`config.mk`:
```
export PLATFORM = sky130hd
export DESIGN_NAME = ordered_list_engine
export DESIGN_NICKNAME = d
export VERILOG_FILES = /design/src/design/ole_pkg.sv /design/src/design/ole_ctrl.sv /design/src/design/ole_datapath.sv /design/src/design/ordered_list_engine.sv
export SDC_FILE = /design/constraint.sdc
export NUM_CORES = 2
export LEC_CHECK = 0
export ABC_AREA = 1
export BUFFER_PORTS_ARGS = -buffer_cell sky130_fd_sc_hd__buf_2
export CAP_MARGIN = 20
export CELL_PAD_IN_SITES_DETAIL_PLACEMENT = 0
export CELL_PAD_IN_SITES_GLOBAL_PLACEMENT = 1
export CORE_ASPECT_RATIO = 1.2
export CORE_UTILIZATION = 49
export CTS_BUF_LIST = sky130_fd_sc_hd__clkbuf_2 sky130_fd_sc_hd__clkbuf_4 sky130_fd_sc_hd__clkbuf_8
export CTS_CLUSTER_DIAMETER = 50
export DETAILED_ROUTE_END_ITERATION = 10
export HOLD_SLACK_MARGIN = 0.1
export PLACE_DENSITY_LB_ADDON = 0.12
export SLEW_MARGIN = 20
export SYNTH_ARGS = -nofsm -noshare
export SYNTH_HDL_FRONTEND = slang
export SYNTH_SLANG_ARGS = --single-unit
```
`constraint.sdc`:
```
create_clock -name clk -period 5 [get_ports clk]
set_input_delay 0.5 -clock clk [delete_from_list [all_inputs] [get_ports clk]]
set_output_delay 0.5 -clock clk [all_outputs]
set_load 0.03 [all_outputs]
```
`src/design/ole_pkg.sv`:
```
// Shared types for the ordered list engine: beat payloads, opcodes,
// status codes, controller states and the controller/datapath link.
// No dependencies.
`default_nettype none

package ole_pkg;

    typedef enum logic [1:0] {
        CMD_PUSH   = 2'd0,
        CMD_DELETE = 2'd1,
        CMD_SEARCH = 2'd2,
        CMD_POP    = 2'd3
    } cmd_code_t;

    typedef enum logic [1:0] {
        STS_OK        = 2'd0,
        STS_NOT_FOUND = 2'd1,
        STS_FULL      = 2'd2,
        STS_EMPTY     = 2'd3
    } status_code_t;

    typedef struct packed {
        cmd_code_t          command;
        logic signed [31:0] value;
    } item_t;

    typedef struct packed {
        status_code_t       status;
        logic               found;
        logic [6:0]         position;
        logic signed [31:0] popped_value;
        logic [6:0]         entry_count;
    } result_t;

    typedef enum logic [2:0] {
        ST_IDLE,
        ST_EXEC,
        ST_SCAN,
        ST_SHIFT,
        ST_POP,
        ST_DONE
    } state_t;

    // Controller to datapath commands
    typedef struct packed {
        logic         load;        // latch input beat, clear result fields
        logic         push_write;  // write value at the front slot, bump count
        logic         rd_top;      // read front slot, point index at it
        logic         rd_prev;     // read slot below index, step index down
        logic         rd_next;     // read slot above index
        logic         shift_step;  // move read word down one slot, step up
        logic         dec_total;   // drop one entry from the count
        logic         set_status;
        status_code_t status_code;
        logic         set_found;
        logic         set_pos;
        logic         take_pop;
        logic         emit;        // load the output register
    } ctrl_cmd_t;

    // Datapath to controller status
    typedef struct packed {
        cmd_code_t cmd;
        logic      full;
        logic      empty;
        logic      match;       // read word equals the latched value
        logic      idx_zero;
        logic      has_after;   // index + 1 below count
        logic      has_after2;  // index + 2 below count
        logic      out_free;
    } dp_status_t;

endpackage

`default_nettype wire

```
`src/design/ole_ctrl.sv`:
```
// Controller state machine of the ordered list engine.
// Depends on ole_pkg for states, opcodes and the command/status structs.
`default_nettype none

module ole_ctrl (
    input  logic               clk,
    input  logic               rst_n,
    input  logic               item_valid,
    output logic               item_ready,
    input  ole_pkg::dp_status_t st,
    output ole_pkg::ctrl_cmd_t  cmd
);
    import ole_pkg::*;

    state_t state_reg;
    state_t state_next;

    // State register
    always_ff @(posedge clk or negedge rst_n)
    begin
        if (!rst_n)
        begin
            state_reg <= ST_IDLE;
        end
        else
        begin
            state_reg <= state_next;
        end
    end

    // Next state
    always_comb
    begin
        state_next = state_reg;
        case (state_reg)
            ST_IDLE:
            begin
                if (item_valid)
                begin
                    state_next = ST_EXEC;
                end
            end
            ST_EXEC:
            begin
                case (st.cmd)
                    CMD_PUSH:
                    begin
                        state_next = ST_DONE;
                    end
                    CMD_POP:
                    begin
                        state_next = st.empty ? ST_DONE : ST_POP;
                    end
                    default:
                    begin
                        state_next = st.empty ? ST_DONE : ST_SCAN;
                    end
                endcase
            end
            ST_SCAN:
            begin
                if (st.match)
                begin
                    if (st.cmd == CMD_DELETE && st.has_after)
                    begin
                        state_next = ST_SHIFT;
                    end
                    else
                    begin
                        state_next = ST_DONE;
                    end
                end
                else if (st.idx_zero)
                begin
                    state_next = ST_DONE;
                end
            end
            ST_SHIFT:
            begin
                if (!st.has_after2)
                begin
                    state_next = ST_DONE;
                end
            end
            ST_POP:
            begin
                state_next = ST_DONE;
            end
            ST_DONE:
            begin
                if (st.out_free)
                begin
                    state_next = ST_IDLE;
                end
            end
            default:
            begin
                state_next = ST_IDLE;
            end
        endcase
    end

    // Outputs
    always_comb
    begin
        cmd        = '0;
        item_ready = 1'b0;
        case (state_reg)
            ST_IDLE:
            begin
                item_ready = 1'b1;
                cmd.load   = item_valid;
            end
            ST_EXEC:
            begin
                case (st.cmd)
                    CMD_PUSH:
                    begin
                        if (st.full)
                        begin
                            cmd.set_status  = 1'b1;
                            cmd.status_code = STS_FULL;
                        end
                        else
                        begin
                            cmd.push_write = 1'b1;
                        end
                    end
                    CMD_POP:
                    begin
                        if (st.empty)
                        begin
                            cmd.set_status  = 1'b1;
                            cmd.status_code = STS_EMPTY;
                        end
                        else
                        begin
                            cmd.rd_top    = 1'b1;
                            cmd.dec_total = 1'b1;
                        end
                    end
                    default:
                    begin
                        if (st.empty)
                        begin
                            cmd.set_status  = 1'b1;
                            cmd.status_code = STS_NOT_FOUND;
                        end
                        else
                        begin
                            cmd.rd_top = 1'b1;
                        end
                    end
                endcase
            end
            ST_SCAN:
            begin
                if (st.match)
                begin
                    cmd.set_found = 1'b1;
                    if (st.cmd == CMD_SEARCH)
                    begin
                        cmd.set_pos = 1'b1;
                    end
                    else if (st.has_after)
                    begin
                        cmd.rd_next = 1'b1;
                    end
                    else
                    begin
                        // match at the front: nothing to close up
                        cmd.dec_total = 1'b1;
                    end
                end
                else if (st.idx_zero)
                begin
                    cmd.set_status  = 1'b1;
                    cmd.status_code = STS_NOT_FOUND;
                end
                else
                begin
                    cmd.rd_prev = 1'b1;
                end
            end
            ST_SHIFT:
            begin
                cmd.shift_step = 1'b1;
                cmd.dec_total  = !st.has_after2;
            end
            ST_POP:
            begin
                cmd.take_pop = 1'b1;
            end
            ST_DONE:
            begin
                cmd.emit = st.out_free;
            end
            default:
            begin
                cmd = '0;
            end
        endcase
    end

endmodule

`default_nettype wire

```
`src/design/ole_datapath.sv`:
```
// Datapath of the ordered list engine: entry memory, count, walk index,
// result fields and the output register. Depends on ole_pkg.
`default_nettype none

module ole_datapath #(
    parameter int LIST_DEPTH = 64
) (
    input  logic                clk,
    input  logic                rst_n,
    input  ole_pkg::item_t      item,
    input  ole_pkg::ctrl_cmd_t  cmd,
    output ole_pkg::dp_status_t st,
    output ole_pkg::result_t    result,
    output logic                result_valid,
    input  logic                result_ready
);
    import ole_pkg::*;

    localparam int AW = (LIST_DEPTH > 1) ? $clog2(LIST_DEPTH) : 1;
    localparam int CW = $clog2(LIST_DEPTH + 1);
    localparam int XW = CW + 7;
    localparam logic [CW-1:0] DEPTH_C = CW'(LIST_DEPTH);

    // Entry memory: slot 0 is the back, slot count-1 the front
    logic [31:0] mem [LIST_DEPTH];

    logic [CW-1:0]      total_reg;
    logic [CW-1:0]      total_next;
    logic [AW-1:0]      idx_reg;
    logic [AW-1:0]      idx_next;
    cmd_code_t          cmd_reg;
    logic signed [31:0] val_reg;
    logic [31:0]        rd_data_reg;
    status_code_t       res_status_reg;
    logic               res_found_reg;
    logic [CW-1:0]      res_pos_reg;
    logic signed [31:0] res_pop_reg;
    result_t            out_reg;
    logic               out_valid_reg;
    logic               out_valid_next;

    logic [CW-1:0] top_w;
    logic [AW-1:0] top_idx;
    logic [CW:0]   total_ext;
    logic [CW:0]   idx_ext;
    logic          rd_en;
    logic [AW-1:0] rd_addr;
    logic          wr_en;
    logic [AW-1:0] wr_addr;
    logic [31:0]   wr_data;
    logic [XW-1:0] cnt_ext;
    logic [XW-1:0] pos_ext;

    assign top_w     = total_reg - CW'(1);
    assign top_idx   = top_w[AW-1:0];
    assign total_ext = {1'b0, total_reg};
    assign idx_ext   = (CW + 1)'(idx_reg);

    // Status toward the controller
    always_comb
    begin
        st.cmd        = cmd_reg;
        st.full       = (total_reg == DEPTH_C);
        st.empty      = (total_reg == '0);
        st.match      = (rd_data_reg == val_reg);
        st.idx_zero   = (idx_reg == '0);
        st.has_after  = ((idx_ext + (CW + 1)'(1)) < total_ext);
        st.has_after2 = ((idx_ext + (CW + 1)'(2)) < total_ext);
        st.out_free   = !out_valid_reg || result_ready;
    end

    // Select read and write ports
    always_comb
    begin
        rd_en   = 1'b0;
        rd_addr = idx_reg;
        if (cmd.rd_top)
        begin
            rd_en   = 1'b1;
            rd_addr = top_idx;
        end
        else if (cmd.rd_prev)
        begin
            rd_en   = 1'b1;
            rd_addr = idx_reg - AW'(1);
        end
        else if (cmd.rd_next)
        begin
            rd_en   = 1'b1;
            rd_addr = idx_reg + AW'(1);
        end
        else if (cmd.shift_step && st.has_after2)
        begin
            rd_en   = 1'b1;
            rd_addr = idx_reg + AW'(2);
        end

        wr_en   = cmd.push_write || cmd.shift_step;
        wr_addr = cmd.push_write ? total_reg[AW-1:0] : idx_reg;
        wr_data = cmd.push_write ? val_reg : rd_data_reg;
    end

    // Memory ports
    always_ff @(posedge clk)
    begin
        if (wr_en)
        begin
            mem[wr_addr] <= wr_data;
        end
        if (rd_en)
        begin
            rd_data_reg <= mem[rd_addr];
        end
    end

    // Count and walk index
    always_comb
    begin
        total_next = total_reg;
        if (cmd.push_write)
        begin
            total_next = total_reg + CW'(1);
        end
        else if (cmd.dec_total)
        begin
            total_next = total_reg - CW'(1);
        end

        idx_next = idx_reg;
        if (cmd.rd_top)
        begin
            idx_next = top_idx;
        end
        else if (cmd.rd_prev)
        begin
            idx_next = idx_reg - AW'(1);
        end
        else if (cmd.shift_step)
        begin
            idx_next = idx_reg + AW'(1);
        end
    end

    always_ff @(posedge clk or negedge rst_n)
    begin
        if (!rst_n)
        begin
            total_reg <= '0;
        end
        else
        begin
            total_reg <= total_next;
        end
    end

    // Latched beat, walk index and result fields
    always_ff @(posedge clk)
    begin
        idx_reg <= idx_next;
        if (cmd.load)
        begin
            cmd_reg        <= item.command;
            val_reg        <= item.value;
            res_status_reg <= STS_OK;
            res_found_reg  <= 1'b0;
            res_pos_reg    <= '0;
            res_pop_reg    <= '0;
        end
        else
        begin
            if (cmd.set_status)
            begin
                res_status_reg <= cmd.status_code;
            end
            if (cmd.set_found)
            begin
                res_found_reg <= 1'b1;
            end
            if (cmd.set_pos)
            begin
                res_pos_reg <= total_reg - CW'(idx_reg);
            end
            if (cmd.take_pop)
            begin
                res_pop_reg <= rd_data_reg;
            end
        end
    end

    // Mask count and position to the 7-bit result fields
    assign cnt_ext = XW'(total_reg);
    assign pos_ext = XW'(res_pos_reg);

    // Output register: hold the beat until taken
    always_comb
    begin
        out_valid_next = out_valid_reg;
        if (cmd.emit)
        begin
            out_valid_next = 1'b1;
        end
        else if (result_ready)
        begin
            out_valid_next = 1'b0;
        end
    end

    always_ff @(posedge clk or negedge rst_n)
    begin
        if (!rst_n)
        begin
            out_valid_reg <= 1'b0;
        end
        else
        begin
            out_valid_reg <= out_valid_next;
        end
    end

    always_ff @(posedge clk)
    begin
        if (cmd.emit)
        begin
            out_reg.status       <= res_status_reg;
            out_reg.found        <= res_found_reg;
            out_reg.position     <= pos_ext[6:0];
            out_reg.popped_value <= res_pop_reg;
            out_reg.entry_count  <= cnt_ext[6:0];
        end
    end

    assign result       = out_reg;
    assign result_valid = out_valid_reg;

endmodule

`default_nettype wire

```
`src/design/ordered_list_engine.sv`:
```
// Top level of the ordered list engine: controller plus datapath.
// Depends on ole_pkg, ole_ctrl and ole_datapath.
//
// Bounded list of up to LIST_DEPTH signed 32-bit values, newest at the
// front, kept in a single memory with one read and one write port. One
// command beat is worked at a time and gives one result beat; the next
// command is taken while the previous result still waits in the output
// register. A search walks the entries from the front up to the match,
// or all of them on a miss; a delete walks the same way and, on a hit
// with newer entries above it, then closes up the gap. Push and pop need
// no walk. A result still held in the output register stalls the engine
// until it is taken, before the next result is loaded. The time per beat
// is set by the walk through the memory, one slot per cycle on its single
// read port, and for delete by the close-up pass that copies every newer
// entry down one slot. No clearing pass after reset: slots are only read
// below the entry count.
`default_nettype none

module ordered_list_engine #(
    parameter int LIST_DEPTH = 64
) (
    input  logic             clk,
    input  logic             rst_n,
    input  logic             item_valid,
    output logic             item_ready,
    input  ole_pkg::item_t   item,
    output logic             result_valid,
    input  logic             result_ready,
    output ole_pkg::result_t result
);
    import ole_pkg::*;

    ctrl_cmd_t  cmd;
    dp_status_t st;

    ole_ctrl u_ctrl (
        .clk        (clk),
        .rst_n      (rst_n),
        .item_valid (item_valid),
        .item_ready (item_ready),
        .st         (st),
        .cmd        (cmd)
    );

    ole_datapath #(
        .LIST_DEPTH (LIST_DEPTH)
    ) u_dp (
        .clk          (clk),
        .rst_n        (rst_n),
        .item         (item),
        .cmd          (cmd),
        .st           (st),
        .result       (result),
        .result_valid (result_valid),
        .result_ready (result_ready)
    );

endmodule

`default_nettype wire

```
== Word-level counts from Yosys, hierarchy flattened ==
Memories as Yosys holds them, arrays and structs flattened. A register that Yosys moved wholly into a read port is not among the register bits.
Cells that the tools add are included.

* Add/sub/neg operators: 8
* Order comparisons: 2
* Eq/ne operators: 14
* Muxes and demuxes: 60
* Reductions and logical operators: 14

{| class="wikitable"
|+ Operator list
! kind !! count
|-
| 6-bit two-way mux || 8
|-
| 3-bit two-way mux || 12
|-
| 32-bit equality test || 1
|-
| 32-bit two-way mux || 1
|-
| 1-bit two-way mux || 28
|-
| 3-bit case mux with 2 select lines || 3
|-
| 3-bit case mux with 6 select lines || 1
|-
| 8-bit by 7-bit < comparator with 1-bit output || 2
|-
| 7-bit two-way mux || 2
|-
| 2-bit two-way mux || 4
|-
| 6-bit by 1-bit adder with 7-bit output, second input constant || 1
|-
| 6-bit by 2-bit adder with 7-bit output, second input constant || 1
|-
| 7-bit by 1-bit adder with 7-bit output, second input constant || 1
|-
| 7-bit equality test, second input constant || 1
|-
| 7-bit zero test || 1
|-
| 7-bit by 1-bit subtractor with 7-bit output, second input constant || 1
|-
| 7-bit by 6-bit subtractor with 7-bit output || 1
|-
| 6-bit by 1-bit adder with 6-bit output, second input constant || 1
|-
| 6-bit by 2-bit adder with 6-bit output, second input constant || 1
|-
| 3-bit by 2-bit equality test with 1-bit output, second input constant || 2
|-
| 3-bit equality test, second input constant || 2
|-
| 6-bit zero test || 1
|-
| 6-bit by 1-bit subtractor with 6-bit output, second input constant || 1
|-
| 2-bit equality test, second input constant || 2
|-
| 14 further kinds || 19
|}

* Flip-flop bits (word level): 142
* Bits in writable memories: 2048
* Input bits: 38
* Output and inout bits: 51
* Word-level logic and storage cells: 114
* Memories kept: 1

{| class="wikitable"
|+ Memory list
! name !! words !! width !! rd ports !! clocked after Yosys merged registers in !! write ports !! RTL line !! text
|-
| u_dp.mem || 64 || 32 || 1 || 1 || 1 || ole_datapath.sv:25 || <nowiki>logic [31:0] mem [LIST_DEPTH];</nowiki>
|}

== Longest topological paths before layout ==
* Depth in word-level cells: 9
* Gate-level depth with buffers: 29
* Gate-level depth less buffers: 27

== Modules after synthesis ==
A second synthesis with hierarchy kept.

* Cells, all modules: 7178
* Area, all modules: 96063.4 um^2

{| class="wikitable"
|+ Modules (own cells, without submodules)
! module !! instances !! cells each !! area an instance (um^2) !! sequential area each (um^2)
|-
| ole_datapath || 1 || 7091 || 95566.7 || 66173.5
|-
| ole_ctrl || 1 || 87 || 496.7 || 75.1
|}

== Worst setup path after synthesis ==
Ideal clock, no wire load.

* Path kind: reg-to-reg
* From: register u_dp.total_reg[1]
* To: memory u_dp.mem[0][1], data pin
* Library setup time: 0.702 ns
* Arrival: 4.253 ns
* Data required time: 4.298 ns
* Slack: 0.045 ns
* Stages on the path, launching flop included: 11
* Buffers on the path: 2
* Period minus slack after synthesis: 4.955 ns
* Cells stage by stage: dfrtp_1 inv_1 ha_1 nand2_1 nor2_2 nand3_2 nor2_1 nor3_2 clkbuf_1 clkbuf_1 o21ai_0

* Cells in the longest elaborated chain, start to end: 5

{| class="wikitable"
|+ RTL lines
! item !! RTL line !! text
|-
| start: declaration || ole_datapath.sv:27 || <nowiki>logic [CW-1:0] total_reg;</nowiki>
|-
| start signal: assignment || ole_datapath.sv:152 || <nowiki>total_reg <= total_next;</nowiki>
|-
| 7-bit equality test || ole_datapath.sv:63 || <nowiki>st.full = (total_reg == DEPTH_C);</nowiki>
|-
| 1-bit two-way mux || ole_ctrl.sv:119 || <nowiki>if (st.full)</nowiki>
|-
| 1-bit two-way mux || ole_ctrl.sv:116 || <nowiki>case (st.cmd)</nowiki>
|-
| 2-bit two-way mux || ole_ctrl.sv:108 || <nowiki>case (state_reg)</nowiki>
|-
| 32-bit two-way mux || ole_datapath.sv:100 || <nowiki>wr_data = cmd.push_write ? val_reg : rd_data_reg;</nowiki>
|-
| net u_dp.wr_data[1] || ole_datapath.sv:50 || <nowiki>logic [31:0] wr_data;</nowiki>
|-
| end: declaration || ole_datapath.sv:25 ||
|}

The timed path passes the listed nets, and every way through them passes these cells.

== Final worst setup path ==
* From: register u_dp.idx_reg[3]
* To: register u_dp.rd_data_reg[8] (read register of u_dp.mem), data pin

* Cells in the longest elaborated chain, start to end: 9
* Elaborated cells on any way between the ends: 23
* Those cells by class: add/sub: 5; order compare: 2; mux: 14; reduce/logical: 2

{| class="wikitable"
|+ RTL lines
! item !! RTL line !! text
|-
| start: declaration || ole_datapath.sv:29 || <nowiki>logic [AW-1:0] idx_reg;</nowiki>
|-
| start signal: assignment || ole_datapath.sv:159 || <nowiki>idx_reg <= idx_next;</nowiki>
|-
| 6-bit by 1-bit adder with 7-bit output || ole_datapath.sv:67 || <nowiki>st.has_after = ((idx_ext + (CW + 1)'(1)) < total_ext);</nowiki>
|-
| 8-bit by 7-bit < comparator with 1-bit output || ole_datapath.sv:67 ||
|-
| 1-bit two-way mux || ole_ctrl.sv:165 || <nowiki>else if (st.has_after)</nowiki>
|-
| 1-bit two-way mux || ole_ctrl.sv:161 || <nowiki>if (st.cmd == CMD_SEARCH)</nowiki>
|-
| 1-bit two-way mux || ole_ctrl.sv:158 || <nowiki>if (st.match)</nowiki>
|-
| 2-bit two-way mux || ole_ctrl.sv:108 ||
|-
| 6-bit two-way mux / 1-bit two-way mux (equally long branches) || ole_datapath.sv:87 || <nowiki>else if (cmd.rd_next)</nowiki>
|-
| 6-bit two-way mux / 1-bit two-way mux (equally long branches) || ole_datapath.sv:82 || <nowiki>else if (cmd.rd_prev)</nowiki>
|-
| 6-bit two-way mux / 1-bit two-way mux (equally long branches) || ole_datapath.sv:77 || <nowiki>if (cmd.rd_top)</nowiki>
|-
| end: declaration || ole_datapath.sv:33 || <nowiki>logic [31:0] rd_data_reg;</nowiki>
|}

Several ways; a longest one is shown, not always the timed one.
A chain may end at the register's enable or synchronous reset.

==> run metrics <==
outcome completed; global-route wire length before repair 435000 um; Post-DP Area 101000 um^2; Antenna Nets Post-Route 0; Critical Path Fanout Max 32; r2r worst-path depth 26; clock root buffer master clkbuf_8; wire length on met2 138000 um; DR pass1 iterations 5; Yosys top cell area share 69.7%; Die Width 401 um; post-synthesis sequential area ratio a little under three quarters; Rows 175; Crit. path cell count 26; Post-Syn Instances 8042; Final Max Tran Viols 0; Clock Sinks 2222; fin cells 11200; number of remaining DRC errors 0; worst-skew pair later-pin latency 1110 ps; Slew HR about a quarter; FF+latch count, synth around 2200; WL final 301000 um; layout cells sized above 1 between 10% and 20%; Worst Path Required slightly below 6000 ps; endpoint type of the worst setup path register; Synthesized Nets 8113; Mean Syn Cell Area 11.6 um^2; fmax 207 MHz; Port Buffers 88; most used cell, CP nand2_1; Die Span Y between 400 and 500 um; Min-Delay Path Class in -> reg; minimum clock period 4830 ps; vias post-DR 66500; final core occ 57.3%; IO Pins 89; met1 wire length 125000 um; critical path launch point u_dp.idx_reg[3]$_DFFE_PP_; Yosys top cell by area edfxtp_1; Worst path top cell family by delay simple AND/OR/NAND/NOR gates; crit start category register; dpl cells about 10000; commonest non-fill, non-tap cell in the layout nand3_1; DP Wirelength approximately 170000 um; number of flip-flops under the largest register name 2048; sum of buffers and inverters on the critical path 6; Hold Violations, Final 0; CP Class reg -> reg; GPL Wtd Cong between 0.8 and 0.9; DR top layer met5; Final Cell Area between 100000 and 150000 um^2; total CTS buffers 367; area delta synth->final 16.0%; initial core utilization 49.4%; RR Startpoint u_dp.idx_reg[3]$_DFFE_PP_; met3 wire len 28600 um; Synth warnings 0; nets@finish 8520; # H-tree levels 5; vias in the first global route roughly 64000; most frequent cells in the layout nand3_1 (2563), edfxtp_1 (2169), nand2_1 (1748); initial antenna violation count 14; CTS tree done; worst path arrival time about 5700 ps; synth top area cells edfxtp_1 (70%), nand3_1 (14%), nand2_1 (7.2%), buf_2 (1.8%), nand3b_1 (1.6%); CTS clock-pin slew for the worst setup and hold paths 60 ps; Worst Max-Slew Pin Slew ~1100 ps; R2R Path End u_dp.rd_data_reg[8]$_DFFE_PP_; Clock Skew 68.3 ps; Synth cell types 44; Total GRT Usage 30.9%; Final Cycle Share 96.6%; number of vias per cell 5.95; WL per Instance 26.9 um; Critical path destination u_dp.rd_data_reg[8]$_DFFE_PP_; pin count of the biggest net entering global routing 130; Core Region 189000 um^2; Finish-stage setup viols 0; R2R setup slack roughly 170 ps; Slowest-stage cell, CP edfxtp_1; most flop-heavy register u_dp.mem; Cell Area, Synth 93500 um^2; Bufs on Longest Clock Path 4; maxcap violations 0; DIE AREA about 190000 um^2; Remaining Overflow, GRT 0; crit-path max cell delay ~530 ps; initial DRC count 8539
[routing by layer]
layer / vias up / global-route usage [%]
met3: 507 / 5.48
met5: - / 0
met4: 2 / 10.4
met1: 33100 / 43.8
met2: 3352 / 48.5
li1: 29600 / -
[worst min-delay path: cells and delay by family]
kind	cells	cell delay [ps]
buffers and inverters	2	620
and+or+nand+nor	2	190
AOI/OAI and AO/OA	1	90
[through the flow]
step	hold WS [ps]	setup TNS (ps)	setup WS, ps
2_1_floorplan	204	0	45.3
3_3_place_gp	401	-2120	-321
3_5_place_dp	394	-980	-198
4_1_cts	276	0	121
5_1_grt	411	-351	-57.1
6_report	390	0	171
[how the worst min path moves through the flow]
stage                                      end  cells past startpoint  slack, ps          from
5_1_grt        u_ctrl.state_reg[2]$_DFFE_PN0P_                      5        410  result_ready
4_1_cts        u_ctrl.state_reg[2]$_DFFE_PN0P_                      5        280  result_ready
2_1_floorplan  u_ctrl.state_reg[0]$_DFFE_PN0P_                      0        200         rst_n
6_report       u_ctrl.state_reg[2]$_DFFE_PN0P_                      5        390  result_ready
3_5_place_dp     u_dp.total_reg[4]$_DFFE_PN0P_                      1        390         rst_n
3_3_place_gp     u_dp.total_reg[0]$_DFFE_PN0P_                      1        400         rst_n
[Yosys cell counts (all sizes together)]
library cell / n
edfxtp: 2169
nor3: 16
and2: 1
nand3: 2587
nor4: 1
inv: 286
o311ai: 2
a31oi: 2
xor2: 15
a311oi: 1
nand2: 1785
nand3b: 194
a211oi: 1
o2111ai: 1
a21oi: 36
a21o: 1
buf: 424
fa: 1
dfxtp: 42
ha: 32
o21a: 1
nand4: 5
or2: 1
and3: 1
clkinv: 2
clkbuf: 157
xnor2: 27
o211ai: 3
nor2: 155
o22ai: 3
dfrtp: 11
o21ai: 79
[cell type report]
type / instances / area [um^2]
Antenna cell: 8 / 20.0
Clock buffer: 479 / 5940
Clock inverter: 139 / 721
Fill cell: 15500 / 81000
Inverter: 288 / 1110
Multi-Input combinational cell: 4951 / 24300
Sequential cell: 2222 / 66200
Tap cell: 2478 / 3100
Timing Repair Buffer: 619 / 7030
[logic make-up (layout without fill, tap and decap cells)]
logic type / after synthesis / in the layout / share of synthesized area (%)
adders and majority gates: 33 / 33 / 0.450
buffers and inverters: 869 / 1525 / 4.13
and+or+nand+nor: 4746 / 4746 / 23.4
AOI/OAI and AO/OA: 130 / 130 / 0.743
DFF: 2222 / 2222 / 70.9
xor gates and xnor gates: 42 / 42 / 0.394
other: 0 / 8 / 0
[repair_timing]
item | in CTS | in global routing
resized for setup | 6 | 42
setup buffers | 1 | 2
hold buffers | 73 | 0
pin swaps | 0 | 2
endpoints found under the setup margin | 8 | 28
gates cloned | 0 | 3
endpoints found under the hold margin | 139 | 0
Power is left out: the tool's default activity adds up to more than one toggle a clock period on the data nets, which glitch-free logic cannot reach.
